### config.mk
export PLATFORM = sky130hd
export DESIGN_NAME = mcfr_queue
export DESIGN_NICKNAME = d
export VERILOG_FILES = /design/src/sv/mcfr_pkg.sv /design/src/sv/mcfr_queue.sv
export SDC_FILE = /design/constraint.sdc
export NUM_CORES = 1
export LEC_CHECK = 0
export BUFFER_PORTS_ARGS = -buffer_cell sky130_fd_sc_hd__buf_2
export CAP_MARGIN = 20
export CORE_MARGIN = 1
export CORE_UTILIZATION = 60
export CTS_CLUSTER_DIAMETER = 40
export DETAILED_ROUTE_END_ITERATION = 10
export PLACE_DENSITY_LB_ADDON = 0.12
export SLEW_MARGIN = 20
export SYNTH_ARGS = -nofsm -noshare
export SYNTH_HDL_FRONTEND = slang
export SYNTH_SLANG_ARGS = --single-unit
### constraint.sdc
create_clock -name clk -period 6.6 [get_ports clk]
set_clock_uncertainty 0.15 [all_clocks]
set_input_delay 0.33 -clock clk [delete_from_list [all_inputs] [get_ports clk]]
set_output_delay 0.33 -clock clk [all_outputs]
set_load 0.05 [all_outputs]
### src/sv/mcfr_pkg.sv
package mcfr_pkg;

  localparam int PAYLOAD_DEPTH = 512;
  localparam int IDX_W         = $clog2(PAYLOAD_DEPTH);
  localparam int CNT_W         = $clog2(PAYLOAD_DEPTH + 1);

  localparam int Q_DEPTH = 4;
  localparam int Q_AW    = $clog2(Q_DEPTH);
  localparam int Q_CW    = $clog2(Q_DEPTH + 1);

  localparam logic [7:0] START_SHORT = 8'd2;
  localparam logic [7:0] START_LONG  = 8'd3;
  localparam logic [7:0] END_MARK    = 8'd3;
  localparam logic [15:0] CRC_POLY   = 16'h1021;

  typedef enum logic [0:0] {
    CFG_RECEIVE_ENABLE = 1'b0,
    CFG_DELIVER_ENABLE = 1'b1
  } cfg_reg_t;

  typedef enum logic [0:0] {
    REQ_BYTE = 1'b0,
    REQ_READ = 1'b1
  } req_kind_t;

  typedef enum logic [1:0] {
    ST_GOOD     = 2'd0,
    ST_BAD_END  = 2'd1,
    ST_CRC_ERR  = 2'd2,
    ST_TOO_LONG = 2'd3
  } frame_status_t;

  // classified request as it travels from front to back
  typedef struct packed {
    logic       is_read;
    logic       is_start_short;
    logic       is_start_long;
    logic       is_end_mark;
    logic [7:0] rx_byte;
    logic [8:0] read_index;
  } req_t;

  // CRC-16, poly 0x1021, MSB first, one byte
  function automatic logic [15:0] crc16_step(input logic [15:0] crc_in,
                                             input logic [7:0]  b);
    logic [15:0] c;
    c = crc_in ^ {b, 8'h00};
    for (int i = 0; i < 8; i++) begin
      if (c[15]) begin
        c = {c[14:0], 1'b0} ^ CRC_POLY;
      end else begin
        c = {c[14:0], 1'b0};
      end
    end
    return c;
  endfunction

endpackage

### src/sv/mcfr_queue.sv
module mcfr_queue (
  input  logic           clk,
  input  logic           rst_n,
  input  logic           push_valid,
  output logic           push_ready,
  input  mcfr_pkg::req_t push_data,
  output logic           pop_valid,
  input  logic           pop_ready,
  output mcfr_pkg::req_t pop_data
);

  mcfr_pkg::req_t                entry_r [mcfr_pkg::Q_DEPTH];
  logic [mcfr_pkg::Q_AW-1:0]     wr_ptr_r, wr_ptr_nxt;
  logic [mcfr_pkg::Q_AW-1:0]     rd_ptr_r, rd_ptr_nxt;
  logic [mcfr_pkg::Q_CW-1:0]     count_r, count_nxt;
  logic                          do_push, do_pop;

  assign push_ready = (count_r != mcfr_pkg::Q_CW'(mcfr_pkg::Q_DEPTH));
  assign pop_valid  = (count_r != '0);
  assign pop_data   = entry_r[rd_ptr_r];

  assign do_push = push_valid && push_ready;
  assign do_pop  = pop_valid && pop_ready;

  always_comb begin
    wr_ptr_nxt = do_push ? wr_ptr_r + 1'b1 : wr_ptr_r;
    rd_ptr_nxt = do_pop  ? rd_ptr_r + 1'b1 : rd_ptr_r;
    count_nxt  = count_r;
    if (do_push && !do_pop) begin
      count_nxt = count_r + 1'b1;
    end else if (!do_push && do_pop) begin
      count_nxt = count_r - 1'b1;
    end
  end

  always_ff @(posedge clk) begin
    if (!rst_n) begin
      wr_ptr_r <= '0;
      rd_ptr_r <= '0;
      count_r  <= '0;
    end else begin
      wr_ptr_r <= wr_ptr_nxt;
      rd_ptr_r <= rd_ptr_nxt;
      count_r  <= count_nxt;
    end
  end

  always_ff @(posedge clk) begin
    if (do_push) begin
      entry_r[wr_ptr_r] <= push_data;
    end
  end

endmodule

==> metrics.txt, run 1 <==
Vias ~1600; PortBufs 47; CTS tree done; multiplexer share of the synthesized area 0.1423; Num CTS Buffers 9; H-tree depth 3; sw power 0.6204 mW; Pint around 1.0 mW; most frequent cells in the layout 84 x edfxtp_1, 47 x buf_2, 21 x mux4_2; Post-CTS Setup Inserts 0; RSZ-0062 raised after global routing no; sequential cell area about 2700 um2; critical path launch point type flop; critical path data required time 6.12 ns; io pins between 40 and 50; Slew Limit Fails 0; CTS clock-pin slew for the worst setup and hold paths 0.09 ns; worst slew pin tran 1.079 ns; Comb power frac 0.324; largest net degree at the start of global routing 22; post-route setup TNS 0 ns; CP endpoint kind output pin; Peak VDD IR 0.0002514 V; Starting DRT DRC Count 69; CTS max path bufs 2; status finished clean; Final nets 241; commonest non-fill, non-tap cell in the layout edfxtp_1; die area roughly 6200 um2; Yosys warning total 0; post-DR wirelength/cell 19.32 um; wire length of the first global-routing pass 8.707 mm; switch share 0.3730; Die Span X 78.76 um; Hold Path Class input pin to flop; synth unique cells 23; gr ovfl total 0; Simple-Gate Fraction of Synth Area 0.02690; Yosys reg bits 93; via/cell ratio 5.666; sequential fraction of the synthesis area 0.7646; antenna cells 0; Tmin final approximately 2.5 ns; Pleak approximately 1.4 nW; DIE HEIGHT 78.76 um; Syn-to-layout area delta 13.24%; Synth Area per Inst 22.51 um2; Final Hold Viols 0; Final setup viols 0; remaining antenna violation count after routing 0; Reg power frac 0.477; Post-Syn Instances 157; critical path class flop to output pin; largest family of logic cells by synthesized area multiplexers; syn_nets 188; FP Rows 27; Slew headroom 0.2805; CTS root buffer clkbuf_8; Fin Hold WS between 0.04 and 0.05 ns; post-synthesis xor/xnor area fraction 0.009912; drt total wl 5.544 mm; DP Wirelength around 3.5 mm; clock tree sinks 93; Final Worst Setup Slack 4.082 ns; Tcrit/Tclk final 0.3815; maximum fanout along the worst path 21; Clk Latency, worst-skew pair 0.35 ns; max_cap viols 0; area of the multi-input gates 785.8 um2; GPL Wtd Cong 0.6635; vias in the first global route roughly 1700; post-cts resize count 0; pwr dens 415.5 nW/um2; Synth Area in Compound Gates 0.01947; f_max 397.2 MHz; initial antenna violation count 0; Crit path arrival time about 2.0 ns; core area about 5600 um2; residual DRC count 0; Clock Power Share 0.199; dpl ws 4.220 ns; Post-CTS Hold Fix Bufs 0; overall power 1.663 mW; Mapped Area 3535 um2; number of fill cells in the layout 359; layout cell share with drive strength beyond 1 0.4233; GRT Util Overall 0.2046; Synth Area in Adders 0.02336; total iterations of the first detailed-routing run 4; Starting Density 0.6303
==> metal layers <==
metal	share of wire	up-vias	track usage
li1	-	739	-
met1	0.42	845	0.2445
met2	0.53	40	0.3452
met3	0.040	2	0.06322
met4	0.0052	0	0.08704
met5	0	-	0
==> logic make-up (layout without fill, tap and decap cells) <==
group / Yosys count / in the layout
multiplexers: 24 / 24
AND/OR/NAND/NOR: 17 / 17
XOR/XNOR: 4 / 4
adder cells (fa/ha/maj): 6 / 6
flip-flops: 93 / 93
buffers and inverters: 8 / 66
AO/OA/AOI/OAI: 5 / 5
==> synthesized netlist by cell type <==
| cell | count | share of area |
|---|---|---|
| a21boi_0 | 1 | 0.0021 |
| a21boi_4 | 1 | 0.0053 |
| and2_1 | 8 | 0.014 |
| buf_2 | 2 | 0.0028 |
| buf_6 | 2 | 0.0064 |
| clkbuf_1 | 1 | 0.0011 |
| dfxtp_1 | 9 | 0.051 |
| edfxtp_1 | 84 | 0.71 |
| fa_1 | 1 | 0.0057 |
| ha_1 | 5 | 0.018 |
| inv_1 | 3 | 0.0032 |
| mux2i_1 | 3 | 0.0085 |
| mux4_2 | 21 | 0.13 |
| nand2_1 | 5 | 0.0053 |
| nor2_2 | 1 | 0.0018 |
| nor2b_1 | 1 | 0.0018 |
| o21ai_0 | 1 | 0.0014 |
| o311ai_2 | 1 | 0.0046 |
| o31ai_4 | 1 | 0.0060 |
| or3_1 | 1 | 0.0018 |
| or3_2 | 1 | 0.0021 |
| xnor2_1 | 3 | 0.0074 |
| xor2_1 | 1 | 0.0025 |
==> per-stage QoR <==
step	cells	util	cell area [um2]
after global routing	287	0.7137	4003
after detailed placement	271	0.6821	3825
final	287	0.7137	4003
after CTS	287	0.7135	4001
after floorplan	157	-	3535
after global placement	271	0.6821	3825
==> layout make-up <==
type / instances / share of cell area
sequential: 93 / 0.6755
clock inverter: 7 / 0.01313
multi-input combinational: 56 / 0.1963
inverter: 3 / 0.002813
tap: 72 / 0.02251
clock buffer: 9 / 0.03095
timing repair buffer: 47 / 0.05877
==> power by group through the flow <==
stage / Combinational [mW] / Sequential (mW) / Clock (mW)
2_1_floorplan: 0.484 / 0.759 / 0
3_3_place_gp: 0.532 / 0.804 / 0
3_5_place_dp: 0.543 / 0.812 / 0
4_1_cts: 0.544 / 0.798 / 0.336
5_1_grt: 0.569 / 0.808 / 0.360
6_report: 0.538 / 0.794 / 0.331
==> final timing paths <==
path | start | end | slack, ns | cells past startpoint
hold reg to reg | wr_ptr_r[1]$_SDFFE_PN0P_ | wr_ptr_r[1]$_SDFFE_PN0P_ | 0.36 | 2
setup reg to reg | count_r[0]$_SDFFE_PN0P_ | count_r[2]$_SDFFE_PN0P_ | 4.20 | 8
setup / recovery | flop | pop_data[17] | 4.08 | 2
hold / removal | push_data[9] | entry_r[3][9]$_DFFE_PP_ | 0.04 | 1
==> critical path, cell delays in order (launching register included) <==
cell and delay (ns):
dfxtp_1 1.02, mux4_2 0.43, buf_2 0.23
==> flip-flops by register name (all words and copies together) (netlist names), named ones only <==
| register | count |
|---|---|
| count_r | 3 |
| entry_r | 84 |
| rd_ptr_r | 2 |
| wr_ptr_r | 2 |
No activity file was read; power rests on OpenSTA's default activity.
==> inputs of run 2 (changes only) <==
--- a/config.mk
+++ b/config.mk
@@ -5,10 +5,11 @@
 export SDC_FILE = /design/constraint.sdc
 export NUM_CORES = 1
 export LEC_CHECK = 0
+export ABC_AREA = 1
 export BUFFER_PORTS_ARGS = -buffer_cell sky130_fd_sc_hd__buf_2
 export CAP_MARGIN = 20
 export CORE_MARGIN = 1
-export CORE_UTILIZATION = 60
+export CORE_UTILIZATION = 57
 export CTS_CLUSTER_DIAMETER = 40
 export DETAILED_ROUTE_END_ITERATION = 10
 export PLACE_DENSITY_LB_ADDON = 0.12
==> constraint.sdc (replaced) <==
create_clock -name clk -period 2.5 [get_ports clk]
set_clock_uncertainty 0.15 [all_clocks]
set_input_delay 0.125 -clock clk [delete_from_list [all_inputs] [get_ports clk]]
set_output_delay 0.125 -clock clk [all_outputs]
set_load 0.05 [all_outputs]
==> run 2 against run 1 <==
Routed wire length grew 17%. Synthesized cell count grew 73%. First-iteration DRC count grew 90%. Sequential share of layout area shrank 6.7 points. Clock power grew to 2.9 times the previous value. Register-to-register slack lost 3.7 ns. Critical path type unchanged. Largest power group unchanged.
==> metrics.txt, run 2 <==
Final setup viols 0; commonest non-fill, non-tap cell in the layout edfxtp_1; Clk Latency, worst-skew pair about 0.35 ns; sequential fraction of the synthesis area 0.7362; critical path class flop to output pin; DP Area 4011 um2; top-count cell post-synth edfxtp_1; io pins 48; f_max 462.3 MHz; FP Rows 28; design area between 4000 and 5000 um2; Largest register FFs 84; worst reg2reg path depth 9; Pleak 1.633 nW; Post-synth top cells 84 x edfxtp_1, 54 x nor2_1, 23 x o21ai_1; Most flops, register entry_r; Post-CTS Setup Inserts 0; Mapped Area 3671 um2; GRT Max-Usage Layer met2; number of fill cells in the layout 386; sequential cell area 2703 um2; biggest regs entry_r x84, count_r x3; critical path data required time ~2.2 ns; Final Hold Viols 0; pwr dens 1051 nW/um2; Area contributors post-synth edfxtp_1 69%, nor2_1 5.5%, dfxtp_1 4.9%; die area between 6000 and 7000 um2; core area 6061 um2; antenna cells 0; Hold Path Class flop to flop; Fin Hold WS 0.3532 ns; number of flops mapped to enable cells by yosys 84; Final nets about 380; Post-CTS Hold Fix Bufs 24; layout cell share with drive strength beyond 1 0.2323; GPL Wtd Cong approximately 0.77; CTS root buffer clkbuf_8; Vias 2258; post-DR wirelength/cell 15.16 um; maximum fanout along the worst path 21; Syn-to-layout area delta 21.00%; ys flop type edfxtp_1; GR Util met2 0.3562; Post-synth ARST share 0; met1 GRT Util 0.2636; critical path launch point type flop; DIE HEIGHT 82.25 um; syn_nets 303; CP endpoint kind output pin; Crit path arrival time roughly 1.9 ns; vias in the first global route approximately 2200; synth unique cells 23; CTS max path bufs 2; Peak VDD IR 0.0006679 V; residual DRC count 0; Num CTS Buffers 9; Tmin final between 2 and 2.5 ns; most frequent cells in the layout 84 x edfxtp_1, 50 x nor2_1, 47 x buf_2; clock tree sinks 93; Slew headroom 0.5310; CTS tree done; Synth Area per Inst around 13 um2; non-filler instance count after layout between 400 and 500; CTS clock-pin slew for the worst setup and hold paths 0.09 ns; drt total wl 6.487 mm; initial antenna violation count 0; remaining antenna violation count after routing 0; post-route setup TNS 0 ns; Yosys reg bits 93; total iterations of the first detailed-routing run 4; Starting DRT DRC Count 131; hold path cells 2; GRT Util Overall 0.2156; H-tree depth 3; Finished Core Util 0.7329; PortBufs 47; number of cells after detailed placement 388; Yosys warning total 0; Die Span X 82.25 um; largest net degree at the start of global routing 43; Tcrit/Tclk final 0.8652; area of the multi-input gates about 800 um2; status finished clean; gr ovfl total 0; Post-Syn Instances 272; post-cts resize count 0; worst slew pin tran roughly 0.7 ns; Starting Density 0.6057; max_cap viols 0; Slew Limit Fails 0; RSZ-0062 raised after global routing no; via/cell ratio roughly 5.3; wire length of the first global-routing pass 10.15 mm; Synth area leader edfxtp_1; DP Wirelength 3.827 mm; Synth top area share 0.6871; met3 Usage GRT 0.05604
[run 2: cell count changes after synthesis, moves of 4 or more]
| cell | previous run | this run |
|---|---|---|
| inv_1 | 3 | 13 |
| o21ai_1 | 0 | 23 |
| buf_6 | 2 | 7 |
| o21ai_0 | 1 | 20 |
| nand2_4 | 0 | 4 |
| nand2_1 | 5 | 10 |
| mux4_2 | 21 | 0 |
| and2_1 | 8 | 0 |
| nor2_1 | 0 | 54 |
| nand3_1 | 0 | 4 |
| o22ai_1 | 0 | 21 |
[run 2: final cells by class]
| cell class | instances | area share |
|---|---|---|
| Sequential cell | 93 | 0.6085 |
| Multi-Input combinational cell | 150 | 0.1800 |
| Timing Repair Buffer | 78 | 0.1330 |
| Clock buffer | 10 | 0.02873 |
| Tap cell | 75 | 0.02113 |
| Inverter | 16 | 0.01465 |
| Clock inverter | 6 | 0.01408 |
[run 2: routing by layer]
layer / routed length [um] / vias up
li1: - / 1136
met1: 2934 / 1068
met2: 3217 / 46
met3: 236 / 8
met4: 99 / 0
met5: 0 / -
[run 2: worst paths after layout]
| kind | startpoint | end | slack [ns] |
|---|---|---|---|
| max | flop | pop_data[4] | 0.34 |
| min | rd_ptr_r[0]$_SDFFE_PN0P_ | rd_ptr_r[0]$_SDFFE_PN0P_ | 0.35 |
| max reg2reg | count_r[1]$_SDFFE_PN0P_ | count_r[1]$_SDFFE_PN0P_ | 0.54 |
| min reg2reg | rd_ptr_r[0]$_SDFFE_PN0P_ | rd_ptr_r[0]$_SDFFE_PN0P_ | 0.35 |
[run 2: cell families (layout without fill, tap and decap cells)]
kind of cell | count (synthesis) | after routing | share of synthesized area
AND/OR/NAND/NOR | 76 | 76 | 0.09169
XOR/XNOR | 1 | 1 | 0.002386
adder cells (fa/ha/maj) | 6 | 6 | 0.02250
flip-flops | 93 | 93 | 0.7362
buffers and inverters | 29 | 110 | 0.04874
AO/OA/AOI/OAI | 67 | 67 | 0.09850
[run 2: critical path, cell delays in order, from the launching register on]
cell	delay [ns]
dfxtp_1	0.33
inv_1	0.52
o21ai_1	0.16
o22ai_1	0.21
buf_2	0.30
[run 2: stage by stage]
stage | power (mW) | worst slack [ns]
6_report | 4.667 | 0.3369
5_1_grt | 4.897 | 0.1760
4_1_cts | 4.697 | 0.3175
3_5_place_dp | 3.719 | 0.5460
3_3_place_gp | 3.698 | 0.6023
2_1_floorplan | 3.357 | 0.3054
[run 2: power breakdown]
part	switching [mW]	internal (mW)	total, mW	leakage (nW)
clock	0.498	0.461	0.958	0.0903
combinational	1.27	0.457	1.72	0.699
sequential	0.0945	1.89	1.99	0.844
total	1.86	2.81	4.67	1.63
