$ cat config.mk
export PLATFORM = sky130hd
export DESIGN_NAME = mcfr_back
export DESIGN_NICKNAME = d
export VERILOG_FILES = /design/src/sv/mcfr_pkg.sv /design/src/sv/mcfr_back.sv
export SDC_FILE = /design/constraint.sdc
export NUM_CORES = 2
export LEC_CHECK = 0
export BUFFER_PORTS_ARGS = -buffer_cell sky130_fd_sc_hd__buf_2
export CAP_MARGIN = 20
export CORE_MARGIN = 2
export CORE_UTILIZATION = 45
export DETAILED_ROUTE_END_ITERATION = 10
export PLACE_DENSITY = 0.61
export SLEW_MARGIN = 20
export SYNTH_ARGS = -nofsm -noshare
export SYNTH_HDL_FRONTEND = slang
export SYNTH_SLANG_ARGS = --single-unit
$ cat constraint.sdc
create_clock -name clk -period 3 [get_ports clk]
set_input_delay 0.3 -clock clk [delete_from_list [all_inputs] [get_ports clk]]
set_output_delay 0.3 -clock clk [all_outputs]
set_load 0.02 [all_outputs]
$ cat src/sv/mcfr_pkg.sv
package mcfr_pkg;

  localparam int PAYLOAD_DEPTH = 512;
  localparam int IDX_W         = $clog2(PAYLOAD_DEPTH);
  localparam int CNT_W         = $clog2(PAYLOAD_DEPTH + 1);

  localparam int Q_DEPTH = 4;
  localparam int Q_AW    = $clog2(Q_DEPTH);
  localparam int Q_CW    = $clog2(Q_DEPTH + 1);

  localparam logic [7:0] START_SHORT = 8'd2;
  localparam logic [7:0] START_LONG  = 8'd3;
  localparam logic [7:0] END_MARK    = 8'd3;
  localparam logic [15:0] CRC_POLY   = 16'h1021;

  typedef enum logic [0:0] {
    CFG_RECEIVE_ENABLE = 1'b0,
    CFG_DELIVER_ENABLE = 1'b1
  } cfg_reg_t;

  typedef enum logic [0:0] {
    REQ_BYTE = 1'b0,
    REQ_READ = 1'b1
  } req_kind_t;

  typedef enum logic [1:0] {
    ST_GOOD     = 2'd0,
    ST_BAD_END  = 2'd1,
    ST_CRC_ERR  = 2'd2,
    ST_TOO_LONG = 2'd3
  } frame_status_t;

  // classified request as it travels from front to back
  typedef struct packed {
    logic       is_read;
    logic       is_start_short;
    logic       is_start_long;
    logic       is_end_mark;
    logic [7:0] rx_byte;
    logic [8:0] read_index;
  } req_t;

  // CRC-16, poly 0x1021, MSB first, one byte
  function automatic logic [15:0] crc16_step(input logic [15:0] crc_in,
                                             input logic [7:0]  b);
    logic [15:0] c;
    c = crc_in ^ {b, 8'h00};
    for (int i = 0; i < 8; i++) begin
      if (c[15]) begin
        c = {c[14:0], 1'b0} ^ CRC_POLY;
      end else begin
        c = {c[14:0], 1'b0};
      end
    end
    return c;
  endfunction

endpackage

$ cat src/sv/mcfr_back.sv
module mcfr_back (
  input  logic           clk,
  input  logic           rst_n,
  input  logic           deliver_enable,
  input  logic           req_valid,
  output logic           req_ready,
  input  mcfr_pkg::req_t req_data,
  output logic           out_valid,
  input  logic           out_ready,
  output logic           out_is_read_reply,
  output logic [1:0]     out_frame_status,
  output logic [7:0]     out_cmd_code,
  output logic [15:0]    out_payload_length,
  output logic [7:0]     out_read_data
);

  typedef enum logic [2:0] {
    PH_HUNT    = 3'd0,
    PH_LEN_HI  = 3'd1,
    PH_LEN_LO  = 3'd2,
    PH_PAYLOAD = 3'd3,
    PH_CRC_HI  = 3'd4,
    PH_CRC_LO  = 3'd5,
    PH_END     = 3'd6
  } phase_t;

  localparam int CW = mcfr_pkg::CNT_W;
  localparam int AW = mcfr_pkg::IDX_W;

  phase_t            phase_r, phase_nxt;
  logic [15:0]       decl_len_r, decl_len_nxt;
  logic [CW-1:0]     stored_r, stored_nxt;
  logic [15:0]       crc_r, crc_nxt;
  logic [15:0]       rx_crc_r, rx_crc_nxt;
  logic [7:0]        cmd_r, cmd_nxt;

  // result stage 1 (waits for the memory read), then output register
  logic              s1_valid_r, s1_valid_nxt;
  logic              s1_reply_r, s1_reply_nxt;
  logic [1:0]        s1_status_r, s1_status_nxt;
  logic [7:0]        s1_cmd_r, s1_cmd_nxt;
  logic [15:0]       s1_len_r, s1_len_nxt;
  logic              s1_rd_ok_r, s1_rd_ok_nxt;

  logic              out_valid_r, out_valid_nxt;
  logic              out_reply_r, out_reply_nxt;
  logic [1:0]        out_status_r, out_status_nxt;
  logic [7:0]        out_cmd_r, out_cmd_nxt;
  logic [15:0]       out_len_r, out_len_nxt;
  logic [7:0]        out_data_r, out_data_nxt;

  logic [7:0]        mem [mcfr_pkg::PAYLOAD_DEPTH];
  logic [7:0]        mem_q_r;
  logic              wr_en, rd_en;

  logic              take, produce, s1_adv;
  logic [15:0]       len_full;

  assign s1_adv    = s1_valid_r && (!out_valid_r || out_ready);
  assign req_ready = !s1_valid_r || s1_adv;
  assign take      = req_valid && req_ready;
  assign len_full  = {decl_len_r[15:8], req_data.rx_byte};

  always_comb begin
    phase_nxt     = phase_r;
    decl_len_nxt  = decl_len_r;
    stored_nxt    = stored_r;
    crc_nxt       = crc_r;
    rx_crc_nxt    = rx_crc_r;
    cmd_nxt       = cmd_r;
    produce       = 1'b0;
    wr_en         = 1'b0;
    rd_en         = 1'b0;
    // stage 1 holds its request until it moves on
    s1_reply_nxt  = s1_reply_r;
    s1_status_nxt = s1_status_r;
    s1_cmd_nxt    = s1_cmd_r;
    s1_len_nxt    = s1_len_r;
    s1_rd_ok_nxt  = s1_rd_ok_r;

    if (take) begin
      s1_reply_nxt  = 1'b0;
      s1_status_nxt = mcfr_pkg::ST_GOOD;
      s1_cmd_nxt    = 8'h00;
      s1_len_nxt    = 16'h0000;
      s1_rd_ok_nxt  = 1'b0;
      if (req_data.is_read) begin
        produce      = 1'b1;
        rd_en        = 1'b1;
        s1_reply_nxt = 1'b1;
        s1_rd_ok_nxt = (CW'(req_data.read_index) < stored_r);
      end else begin
        unique case (phase_r)
          PH_LEN_HI: begin
            decl_len_nxt = {req_data.rx_byte, 8'h00};
            phase_nxt    = PH_LEN_LO;
          end
          PH_LEN_LO: begin
            decl_len_nxt = len_full;
            if (len_full > 16'(mcfr_pkg::PAYLOAD_DEPTH)) begin
              phase_nxt     = PH_HUNT;
              produce       = deliver_enable;
              s1_status_nxt = mcfr_pkg::ST_TOO_LONG;
              s1_len_nxt    = len_full;
            end else if (len_full == 16'h0000) begin
              phase_nxt = PH_CRC_HI;
            end else begin
              phase_nxt = PH_PAYLOAD;
            end
          end
          PH_PAYLOAD: begin
            wr_en = 1'b1;
            if (stored_r == '0) begin
              cmd_nxt = req_data.rx_byte;
            end
            crc_nxt    = mcfr_pkg::crc16_step(crc_r, req_data.rx_byte);
            stored_nxt = stored_r + 1'b1;
            if (16'(stored_nxt) >= decl_len_r) begin
              phase_nxt = PH_CRC_HI;
            end
          end
          PH_CRC_HI: begin
            rx_crc_nxt = {req_data.rx_byte, 8'h00};
            phase_nxt  = PH_CRC_LO;
          end
          PH_CRC_LO: begin
            rx_crc_nxt = {rx_crc_r[15:8], req_data.rx_byte};
            phase_nxt  = PH_END;
          end
          PH_END: begin
            phase_nxt = PH_HUNT;
            produce   = deliver_enable;
            if (!req_data.is_end_mark) begin
              s1_status_nxt = mcfr_pkg::ST_BAD_END;
            end else if (rx_crc_r != crc_r) begin
              s1_status_nxt = mcfr_pkg::ST_CRC_ERR;
            end else begin
              s1_status_nxt = mcfr_pkg::ST_GOOD;
            end
            s1_cmd_nxt = (decl_len_r != 16'h0000) ? cmd_r : 8'h00;
            s1_len_nxt = decl_len_r;
          end
          default: begin
            phase_nxt = PH_HUNT;
            if (req_data.is_start_short || req_data.is_start_long) begin
              decl_len_nxt = 16'h0000;
              stored_nxt   = '0;
              crc_nxt      = 16'h0000;
              rx_crc_nxt   = 16'h0000;
              phase_nxt    = req_data.is_start_short ? PH_LEN_LO : PH_LEN_HI;
            end
          end
        endcase
      end
    end

    if (take && produce) begin
      s1_valid_nxt = 1'b1;
    end else if (s1_adv) begin
      s1_valid_nxt = 1'b0;
    end else begin
      s1_valid_nxt = s1_valid_r;
    end

    out_reply_nxt  = out_reply_r;
    out_status_nxt = out_status_r;
    out_cmd_nxt    = out_cmd_r;
    out_len_nxt    = out_len_r;
    out_data_nxt   = out_data_r;
    if (s1_adv) begin
      out_valid_nxt  = 1'b1;
      out_reply_nxt  = s1_reply_r;
      out_status_nxt = s1_status_r;
      out_cmd_nxt    = s1_cmd_r;
      out_len_nxt    = s1_len_r;
      out_data_nxt   = (s1_reply_r && s1_rd_ok_r) ? mem_q_r : 8'h00;
    end else if (out_ready) begin
      out_valid_nxt = 1'b0;
    end else begin
      out_valid_nxt = out_valid_r;
    end
  end

  always_ff @(posedge clk) begin
    if (!rst_n) begin
      phase_r     <= PH_HUNT;
      decl_len_r  <= '0;
      stored_r    <= '0;
      crc_r       <= '0;
      rx_crc_r    <= '0;
      s1_valid_r  <= 1'b0;
      out_valid_r <= 1'b0;
    end else begin
      phase_r     <= phase_nxt;
      decl_len_r  <= decl_len_nxt;
      stored_r    <= stored_nxt;
      crc_r       <= crc_nxt;
      rx_crc_r    <= rx_crc_nxt;
      s1_valid_r  <= s1_valid_nxt;
      out_valid_r <= out_valid_nxt;
    end
    cmd_r        <= cmd_nxt;
    s1_reply_r   <= s1_reply_nxt;
    s1_status_r  <= s1_status_nxt;
    s1_cmd_r     <= s1_cmd_nxt;
    s1_len_r     <= s1_len_nxt;
    s1_rd_ok_r   <= s1_rd_ok_nxt;
    out_reply_r  <= out_reply_nxt;
    out_status_r <= out_status_nxt;
    out_cmd_r    <= out_cmd_nxt;
    out_len_r    <= out_len_nxt;
    out_data_r   <= out_data_nxt;
  end

  // payload store: one write port, one registered read port
  always_ff @(posedge clk) begin
    if (wr_en) begin
      mem[stored_r[AW-1:0]] <= req_data.rx_byte;
    end
    if (rd_en) begin
      mem_q_r <= mem[AW'(req_data.read_index)];
    end
  end

  assign out_valid          = out_valid_r;
  assign out_is_read_reply  = out_reply_r;
  assign out_frame_status   = out_status_r;
  assign out_cmd_code       = out_cmd_r;
  assign out_payload_length = out_len_r;
  assign out_read_data      = out_data_r;

endmodule

==> impl_metrics.json <==
{
  "tritoncts": "built",
  "startpoint_type": "flop",
  "portBuffers": 62,
  "hold_path_startpoint": "req_data[7]",
  "postRouteAntennaNets": 0,
  "cts_max_path_buffers": 4,
  "adder_cell_share_of_the_synthesized_area_pct": 0.168,
  "ys_dominant_reg_cell": "sky130_fd_sc_hd__edfxtp_1",
  "initialDrtViolationCount": 9679,
  "min_period_over_period_pct": 100,
  "synth_compound_area_share_pct": 2.77,
  "finalWorstPathRequiredPeriod_ns": 3.01,
  "place.detailed.hpwl_mm": 273,
  "clk_skew_ns": 0.0719,
  "synthesis.area_um2": 164000,
  "routed-via-count": 83700,
  "ioPinCount": 63,
  "ff2ff_setup_slack_ns": -0.01,
  "avgViaCountPerCell": 5.92,
  "yosys_register_bits": 4238,
  "drv_slew": 0,
  "critical_path_required_ns": 3.69,
  "power_per_cell_area_nw_per_um2": 637,
  "tightest_slew_ns": 1.32,
  "cts_setup_buffers": 0,
  "core.rowCount": 221,
  "hold_path_depth": 3,
  "fill_cells": 27600,
  "most_common_cell_after_layout_fill_and_taps_aside": "sky130_fd_sc_hd__edfxtp_1",
  "wire_length_after_detailed_routing_mm": 428,
  "floorplan.initialDensity_pct": 45.3,
  "postSynth.asyncResetShare_pct": 0,
  "final_area_um2": 194000,
  "root_buffer": "sky130_fd_sc_hd__clkbuf_16",
  "syn-num-nets": 7737,
  "grt_max_degree": 196,
  "clock_latency_ns": 0.97,
  "hold_violations": 0,
  "register_area_um2": 127000,
  "grt_antenna_before_repair": 17,
  "design.final.nets": 9035,
  "remaining_drc_errors": 0,
  "core_box_area_um2": 363000,
  "cp_cell_sequence": "mux4_2, mux2_2, o221ai_1, buf_4, a221oi_1, a311oi_1, nand3_2, and3_1",
  "fmax_mhz": 332,
  "postSynthCellCount": 7689,
  "synth.distinct_cells": 56,
  "vdd_drop_max_mv": 0.545,
  "drt-pass1-iter-count": 6,
  "gr-usage-all-layers_pct": 22.9,
  "multiInputGateArea_um2": 35500,
  "drt-wirelength-per-cell_um": 30.2,
  "violations": "negative setup slack",
  "crit_path_end_kind": "flop",
  "post_synth.cell_area_avg_um2": 21.4,
  "clock_tree.htree_level_count": 5,
  "delay_of_the_slowest_cell_on_the_worst_path_ns": 0.52,
  "synth_simple_gate_area_share_pct": 2.42,
  "run_status": "finished, violations left",
  "worst-endpoint-arrival_ns": 3.70,
  "synth_mux_area_share_pct": 15.8,
  "critPathSlowestCell": "sky130_fd_sc_hd__a311oi_1",
  "dieArea_um2": 370000,
  "yosys_warnings": 0,
  "setup_viol_count_final": 1,
  "grt_first_pass_wirelength_mm": 618,
  "report.power.total_mw": 124,
  "number_of_buffers_created_by_cts": 429,
  "critical_path_class": "flop to flop",
  "number_of_enable_flip_flop_cells_after_synthesis": 4175,
  "fin_ws_ns": -0.00970,
  "timing.critical_path.max_delay_family": "compound AO/OA/AOI/OAI gates",
  "die_h_um": 608,
  "globalRouteOverflowTotal": 0,
  "cts.sink_count": 4238,
  "synth_top_family_by_area": "multiplexers",
  "cts_clk_pin_slew_worst_paths_ns": 0.06,
  "synthToLayoutAreaGrowth_pct": 18.1,
  "path_depth": 8,
  "final_layout_setup_total_negative_slack_ns": -0.00970,
  "cp_num_buf_inv": 1,
  "rsz0062_at_grt": "true",
  "critical_path.reg2reg.startpoint": "mem[424][1]$_DFFE_PP_",
  "hold_path.class": "primary input to flop",
  "rr_worst_depth": 8,
  "worst_r2r_endpoint": "mem_q_r[1]$_DFFE_PP_",
  "synthXorXnorAreaFrac_pct": 0.261,
  "timing.max_slew.rel_slack_pct": 11.9,
  "most-common-layout-cells": "sky130_fd_sc_hd__edfxtp_1, sky130_fd_sc_hd__buf_4, sky130_fd_sc_hd__mux4_2",
  "crit_path_max_fanout": 1,
  "first_global_vias": 85500,
  "cap_violations": 0,
  "postPlaceCellArea_um2": 180000,
  "finalWeightedCongestion": 0.850,
  "ys_seq_area_share_pct": 77.1,
  "leakage_nw": 62.8,
  "die-width_um": 608,
  "drive_gt1_share_pct": 33.3,
  "min_to": "mem_q_r[6]$_DFFE_PP_"
}
-- what timing repair did --
action	4_1_cts	5_1_grt
endpoints found under the hold margin	255	0
hold buffers	18	0
endpoints found under the setup margin	5	8
gates cloned	0	0
resized for setup	12	11
pin swaps	2	4
-- worst min-delay path, cell delays in order --
cell and delay (ns):
sky130_fd_sc_hd__buf_2 0.20, sky130_fd_sc_hd__nor2b_1 0.27, sky130_fd_sc_hd__a211oi_1 0.24
-- sequential cells by signal, summed over array words and instances (netlist names), 2 cells and up --
name and count:
stored_r 10, phase_r 3, mem_q_r 8, s1_len_r 16, crc_r 16, s1_status_r 2
s1_cmd_r 8, decl_len_r 16, out_read_data 8, rx_crc_r 16, out_frame_status 2, mem 4096
out_cmd_code 8, cmd_r 8, out_payload_length 16
-- report_power, final --
group | total, mW | internal [mW] | switching, mW
sequential | 65.1 | 65.1 | 0.0409
clock | 52.2 | 29.8 | 22.4
combinational | 6.27 | 2.51 | 3.76
total | 124 | 97.4 | 26.2
-- worst max-delay path by stage --
stage	endpoint	startpoint	slack, ns
2_1_floorplan	mem[300][0]$_DFFE_PP_	out_valid$_SDFFE_PN0P_	0.14
3_3_place_gp	s1_valid_r$_SDFFE_PN0P_	req_data[9]	-1.54
3_5_place_dp	mem_q_r[2]$_DFFE_PP_	req_data[0]	-1.27
4_1_cts	mem_q_r[5]$_DFFE_PP_	mem[91][5]$_DFFE_PP_	0.004
5_1_grt	mem_q_r[1]$_DFFE_PP_	mem[6][1]$_DFFE_PP_	-0.03
6_report	mem_q_r[1]$_DFFE_PP_	mem[424][1]$_DFFE_PP_	-0.01
-- cells by family after synthesis --
| family | count (synthesis) |
|---|---|
| DFF | 4238 |
| muxes | 1300 |
| and+or+nand+nor | 938 |
| AOI/OAI and AO/OA | 627 |
| buffers and inverters | 515 |
| xor gates and xnor gates | 49 |
| adders and majority gates | 22 |
-- layout make-up --
type,instances,share of cell area [%]
clock inverters,270,1.27
well taps,4794,3.09
clock buffers,521,5.79
multi-input cells,2936,18.3
repair buffers,1358,6.21
diodes,9,0.0116
inverters,24,0.0464
flip-flops and latches,4238,65.3
-- stage by stage --
| step | hold slack [ns] | std cells | setup WS, ns | util, % |
|---|---|---|---|---|
| 6_report | 0.207 | 14200 | -0.00970 | 53.5 |
| 5_1_grt | 0.233 | 14100 | -0.0318 | 53.5 |
| 4_1_cts | 0.126 | 14100 | 0.00370 | 53.5 |
| 3_5_place_dp | 0.405 | 13300 | -1.27 | 49.6 |
| 3_3_place_gp | 0.402 | 13300 | -1.54 | 49.6 |
| 2_1_floorplan | 0.399 | 7689 | 0.141 | - |
-- per-layer routing --
metal | global-route usage, % | wire length [µm]
met4 | 7.09 | 13900
met2 | 37.6 | 209000
met5 | 0 | 62
met3 | 3.26 | 31900
met1 | 32.0 | 173000
-- cell usage after synthesis (15+ instances only) --
cell type	count	area, µm²
sky130_fd_sc_hd__edfxtp_1	4175	125000
sky130_fd_sc_hd__mux4_2	1024	23100
sky130_fd_sc_hd__nor2_1	572	2150
sky130_fd_sc_hd__clkbuf_1	267	1000
sky130_fd_sc_hd__mux2i_1	187	1870
sky130_fd_sc_hd__o21ai_0	159	796
sky130_fd_sc_hd__nand2_1	157	589
sky130_fd_sc_hd__buf_2	92	460
sky130_fd_sc_hd__a221oi_1	91	797
sky130_fd_sc_hd__mux2_2	89	1000
sky130_fd_sc_hd__o221ai_1	89	780
sky130_fd_sc_hd__buf_4	81	608
sky130_fd_sc_hd__o22a_1	71	622
sky130_fd_sc_hd__a22oi_1	68	510
sky130_fd_sc_hd__dfxtp_1	63	1260
sky130_fd_sc_hd__nor2b_1	55	344
sky130_fd_sc_hd__nand3_1	46	230
sky130_fd_sc_hd__nor4_1	32	200
sky130_fd_sc_hd__buf_1	30	113
sky130_fd_sc_hd__xor2_1	30	263
sky130_fd_sc_hd__a21oi_1	28	140
sky130_fd_sc_hd__o22ai_1	27	169
sky130_fd_sc_hd__inv_1	23	86.3
sky130_fd_sc_hd__ha_1	22	275
sky130_fd_sc_hd__buf_6	21	236
sky130_fd_sc_hd__and2_1	19	119
sky130_fd_sc_hd__xnor2_1	19	166
sky130_fd_sc_hd__a21boi_0	18	135
sky130_fd_sc_hd__and3_1	18	113
sky130_fd_sc_hd__a311oi_1	15	131
Note: power is estimated with default switching activity, not from simulation.
